--- config.mk ---
export PLATFORM = sky130hd
export DESIGN_NAME = msba_front
export DESIGN_NICKNAME = d
export VERILOG_FILES = /design/src/design/msba_pkg.sv /design/src/design/msba_front.sv
export SDC_FILE = /design/constraint.sdc
export NUM_CORES = 1
export LEC_CHECK = 0
export ABC_AREA = 0
export BUFFER_PORTS_ARGS = -buffer_cell sky130_fd_sc_hd__buf_2
export CAP_MARGIN = 5
export CORE_MARGIN = 2
export CORE_UTILIZATION = 45
export CTS_BUF_LIST = sky130_fd_sc_hd__clkbuf_2 sky130_fd_sc_hd__clkbuf_4 sky130_fd_sc_hd__clkbuf_8
export CTS_CLUSTER_SIZE = 30
export DETAILED_ROUTE_END_ITERATION = 16
export HOLD_SLACK_MARGIN = 0.06
export PLACE_DENSITY = 0.78
export SYNTH_ARGS = -nofsm -noshare
export SYNTH_HDL_FRONTEND = slang
export SYNTH_SLANG_ARGS = --single-unit
--- constraint.sdc ---
create_clock -name clk -period 3.1 [get_ports clk]
set_input_delay 0.62 -clock clk [delete_from_list [all_inputs] [get_ports clk]]
set_output_delay 0.62 -clock clk [all_outputs]
set_load 0.005 [all_outputs]
--- src/design/msba_pkg.sv ---
// Shared widths, command and status codes, and the decoded command word.
package msba_pkg;

  // Field widths of the stream words
  localparam int CMD_W    = 3;
  localparam int OFF_W    = 21;
  localparam int IDX_W    = 10;
  localparam int STAT_W   = 3;
  localparam int RND_W    = OFF_W + 1;
  localparam int IN_DATA_W  = 56;
  localparam int OUT_DATA_W = 32;

  // Default sizing
  localparam int BUFFER_BYTES_DEF = 1048576;
  localparam int MARK_DEPTH_DEF   = 1024;

  // Allocation granule and push guard slack
  localparam int ALIGN_BYTES = 8;
  localparam int PUSH_SLACK  = 6;

  // Command queue between front and back
  localparam int QUEUE_DEPTH = 2;

  // Command codes
  localparam logic [CMD_W-1:0] CMD_CLEAR     = 3'd0;
  localparam logic [CMD_W-1:0] CMD_PUSH      = 3'd1;
  localparam logic [CMD_W-1:0] CMD_POP       = 3'd2;
  localparam logic [CMD_W-1:0] CMD_END_ALLOC = 3'd3;
  localparam logic [CMD_W-1:0] CMD_SET_MARK  = 3'd4;
  localparam logic [CMD_W-1:0] CMD_FIND      = 3'd5;

  // Status codes
  localparam logic [STAT_W-1:0] STAT_OK        = 3'd0;
  localparam logic [STAT_W-1:0] STAT_NO_ROOM   = 3'd1;
  localparam logic [STAT_W-1:0] STAT_FULL      = 3'd2;
  localparam logic [STAT_W-1:0] STAT_EMPTY     = 3'd3;
  localparam logic [STAT_W-1:0] STAT_NOT_FOUND = 3'd4;

  // Command word after classification, with the state-free checks done
  typedef struct packed {
    logic [CMD_W-1:0] cmd;
    logic [RND_W-1:0] rounded;     // size rounded up to the granule
    logic [OFF_W-1:0] end_offset;  // buffer end less rounded size
    logic             size_fits;   // push guard on the raw size
    logic [RND_W-1:0] loc_top;     // location + size
    logic             loc_fits;    // location + size inside the buffer
    logic [OFF_W-1:0] location;
    logic [IDX_W-1:0] slot;
    logic             slot_fits;   // slot inside the mark stack
  } op_t;

endpackage

--- src/design/msba_front.sv ---
// Front end: takes input words, classifies them and registers the decoded command.
module msba_front import msba_pkg::*; #(
  parameter int BUFFER_BYTES = BUFFER_BYTES_DEF,
  parameter int MARK_DEPTH   = MARK_DEPTH_DEF
) (
  input  logic             clk,
  input  logic             rst,
  input  logic             in_valid,
  output logic             in_ready,
  input  logic [CMD_W-1:0] cmd,
  input  logic [OFF_W-1:0] size,
  input  logic [OFF_W-1:0] location,
  input  logic [IDX_W-1:0] slot,
  output logic             op_valid,
  input  logic             op_ready,
  output op_t              op
);

  op_t         dec;
  logic [31:0] end_full;
  logic        hold_v;

  // Classification: everything that does not need the allocator state
  always_comb begin
    dec.cmd        = cmd;
    dec.rounded    = (RND_W'(size) + RND_W'(ALIGN_BYTES - 1)) & ~RND_W'(ALIGN_BYTES - 1);
    end_full       = 32'(BUFFER_BYTES) - 32'(dec.rounded);
    dec.end_offset = end_full[OFF_W-1:0];
    dec.size_fits  = (32'(size) + 32'(PUSH_SLACK)) < (32'(BUFFER_BYTES) - 32'd1);
    dec.loc_top    = RND_W'(location) + RND_W'(size);
    dec.loc_fits   = 32'(dec.loc_top) < 32'(BUFFER_BYTES);
    dec.location   = location;
    dec.slot       = slot;
    dec.slot_fits  = 32'(slot) < 32'(MARK_DEPTH);
  end

  // Holding register in front of the queue
  assign in_ready = !hold_v || op_ready;
  assign op_valid = hold_v;

  always_ff @(posedge clk) begin
    if (rst) begin
      hold_v <= 1'b0;
    end else if (in_ready) begin
      hold_v <= in_valid;
    end
  end

  always_ff @(posedge clk) begin
    if (in_valid && in_ready) begin
      op <= dec;
    end
  end

endmodule

==> results.txt <==
The run gives 6240 um2 as the total non-filler cell area in the finished layout. Period utilization: 87.0%. Dividing the synthesized area by the synthesized cell count gives 12.6 um2.

Yosys mapped the design onto 61 distinct sky130hd cell types. The routability congestion estimate from global placement was 0.893. The maximum number of pins on one net before global-route repair is 48. During synthesis, Yosys emitted a total of 0 warnings. The tree is rooted in a clkbuf_8. The tools report the critical path endpoint category as a flop. The final route contains 3,809 vias. The area growth from synthesis to layout is 22.8%.

Clock skew: 10.8 ps. After synthesis the netlist holds a flip-flop and latch count of 95. In this run the cell area of the synthesized design comes to 5080 um2. Area of the placeable core: 10,900 um2. The first global-routing pass estimated 17.5 mm of wire. The number of buffers between clock root and the deepest sink is 2, and the final cell count without fillers is 719. TritonCTS built the clock tree. Summed over all layers, the global routing overflow is 0.

The later-pin clock latency in the skew report came out at 360 ps. The repair_antennas step left the layout with diodes totalling 0. The required time of the critical path is 3220 ps. The synthesized design devotes to its leading area cell type 55.5% of total area. Using the TritonRoute via totals, the vias-per-cell ratio works out to 5.30.

Among all flip-flop cells after synthesis, the most frequent one is edfxtp_1. The run gives 703 as the number of placed cells counting well taps. The logs give 38 for the number of rows created at floorplan and 371 MHz for the maximum clock rate. Setup violations remaining at the end of the flow were counted as 0. The synthesized design contains 94 enable-type register cells. For the final number of hold-violating endpoints, the log shows 0.

Headroom to the max-slew limit came out at 56.9%. The completed layout was analyzed and its total power is 2.89 mW. After the last flow step, the layout net total stands at 658. Total I/O pin count: 163.

The first TritonRoute pass finished after 4 iterations. The cell count after synthesis came out at 405. The power density relative to cell area came out at 463 nW/um2.

The final critical-path required period came out at 2700 ps. The flow ran to the end, and the final reports show no timing, DRC or antenna violations. After synthesis, the share of flip-flops with an asynchronous set or reset is 0%.

After clock tree synthesis, the clock-pin slew on the worst setup and hold paths is 100 ps. The total of hold buffers inserted after clock tree synthesis came out at 0. Yosys attributes the largest share of cell area to edfxtp_1, xnor2_1, ha_1, xor2_1, a21o_1. The wire length per cell came out at 16.0 um. Number of global-route vias before repair: 3,618. The path class of the tightest hold or removal check is primary input to flop. The logs give 0 ps for the final-layout setup total negative slack and 0 for the max capacitance violation total. Most frequently used cell type in the post-synthesis netlist: edfxtp_1. The number of H-tree levels is 3, and the fraction of final layout cells sized beyond drive strength 1 is 36.1%. The routed design has 11.5 mm of wire. After synthesis, flip-flops and latches occupy 55.9% of the total area. The largest total area in the synthesized netlist belongs to edfxtp_1.

Port buffering added 155 buffers. Die width: 110 um. In this run, post-CTS repair resized a total of 0 instances. For the worst setup path, the data arrival time is 2810 ps. In this run the remaining antenna-violating nets after routing total 0.

The nature of the critical path startpoint is a primary input. The startpoint-to-endpoint class of the critical path was primary input to flop. Once the floorplan was initialized, standard cells occupied 46.5% of the core.

Setup repair after global routing left no endpoint under its margin. The initial antenna violation count is 0, and the biggest fanout along the worst timing path is 8. The placed wire-length estimate is 8.81 mm, and the floorplan die height is 110 um. The logs give 12,200 um2 for the die footprint and 0 for the DRC violation count after routing.

For the pin with the worst max-slew slack, the measured transition is 646 ps. The number of buffers created by CTS was 9; the worst IR drop on VDD was 0.000220 V. In this run, the number of DRC markers left after iteration 0 of detailed routing was 210. The placed standard-cell area is 6060 um2, and the aggregate global-route resource usage is 18.9%. The max-slew violation count came out at 0. The commonest cells after synthesis are edfxtp_1, xnor2_1, ha_1. In this run the post-CTS setup repair buffer count came out at 0. The number of sinks handled by clock tree synthesis came out at 95. In this run the static leakage power is 2.60 nW.
per-stage QoR:
step | setup slack [ps] | util (%) | hold slack (ps)
6_report | 402 | 57.1 | 400
5_1_grt | 229 | 57.1 | 376
4_1_cts | 454 | 57.1 | 380
3_5_place_dp | 60.2 | 55.4 | 538
3_3_place_gp | 108 | 55.4 | 497
2_1_floorplan | 432 | - | 522
layout by cell type, fill, tap and decap left out, drive strengths merged, types with 3 or more instances in the layout:
master	count
buf	171
conb	7
nor2	21
a211oi	3
edfxtp	94
clkinv	3
xnor2	39
inv	25
nand2	22
nand3	14
a31oi	6
o21bai	4
nor4	8
o31ai	3
clkbuf	9
a21o	14
nand4	15
and2	5
ha	24
a21oi	17
o21ai	13
xor2	15
and3	4
nor3	12
or3	3
routing by layer:
layer | up-vias | GRT usage, % | wire length, um | share of wire [%]
li1 | 1831 | - | - | -
met1 | 1810 | 23.0 | 4510 | 39
met2 | 149 | 32.6 | 5930 | 52
met3 | 19 | 3.94 | 770 | 6.7
met4 | 0 | 8.21 | 277 | 2.4
met5 | - | 0 | 0 | 0
final cells by class:
| type | count | area [um2] |
|---|---|---|
| clock inverter | 7 | 57.6 |
| clock buffer | 9 | 124 |
| sequential | 95 | 2840 |
| inverter | 23 | 86.3 |
| tap | 140 | 175 |
| fill | 935 | 4690 |
| multi-input combinational | 274 | 2050 |
| timing repair buffer | 171 | 908 |
sequential cells by signal, indices dropped and copies added (netlist names):
| signal | cells |
|---|---|
| op_valid | 1 |
| op | 94 |
critical path: stages:
cell,delay (ps)
buf_2,160
ha_1,300
a21o_1,200
a211oi_1,420
o21bai_1,180
a31oi_1,310
o21ai_1,200
a221oi_2,300
xnor2_1,120
final timing paths:
kind                                            start                     to  slack [ps]  depth (start not counted)
worst min-delay path                              rst  op_valid$_SDFFE_PP0N_         400                          2
worst min register to register  op_valid$_SDFFE_PP0N_  op_valid$_SDFFE_PP0N_         550                          2
worst max-delay path                          size[1]       op[48]$_DFFE_PP_         400                          9
worst max register to register  op_valid$_SDFFE_PP0N_       op[85]$_DFFE_PP_        1450                          3
report_power, final:
part           internal [mW]  total, mW  switching [mW]
registers               1.54       1.57          0.0247
logic                  0.250      0.572           0.322
clock network          0.301      0.752           0.451
total                   2.09       2.89           0.797
cell families (layout without fill, tap and decap cells):
kind of cell             count (synthesis)  in the layout  share of synthesized area [%]
XOR/XNOR                                54             54                           10.1
adder cells (fa/ha/maj)                 25             25                           6.30
multiplexers                             1              1                          0.221
buffers and inverters                   41            210                           4.16
AND/OR/NAND/NOR                        112            112                           12.5
other                                    2              7                          0.148
flip-flops                              95             95                           55.9
AO/OA/AOI/OAI                           75             75                           10.7
No activity file was read; power rests on OpenSTA's default activity.
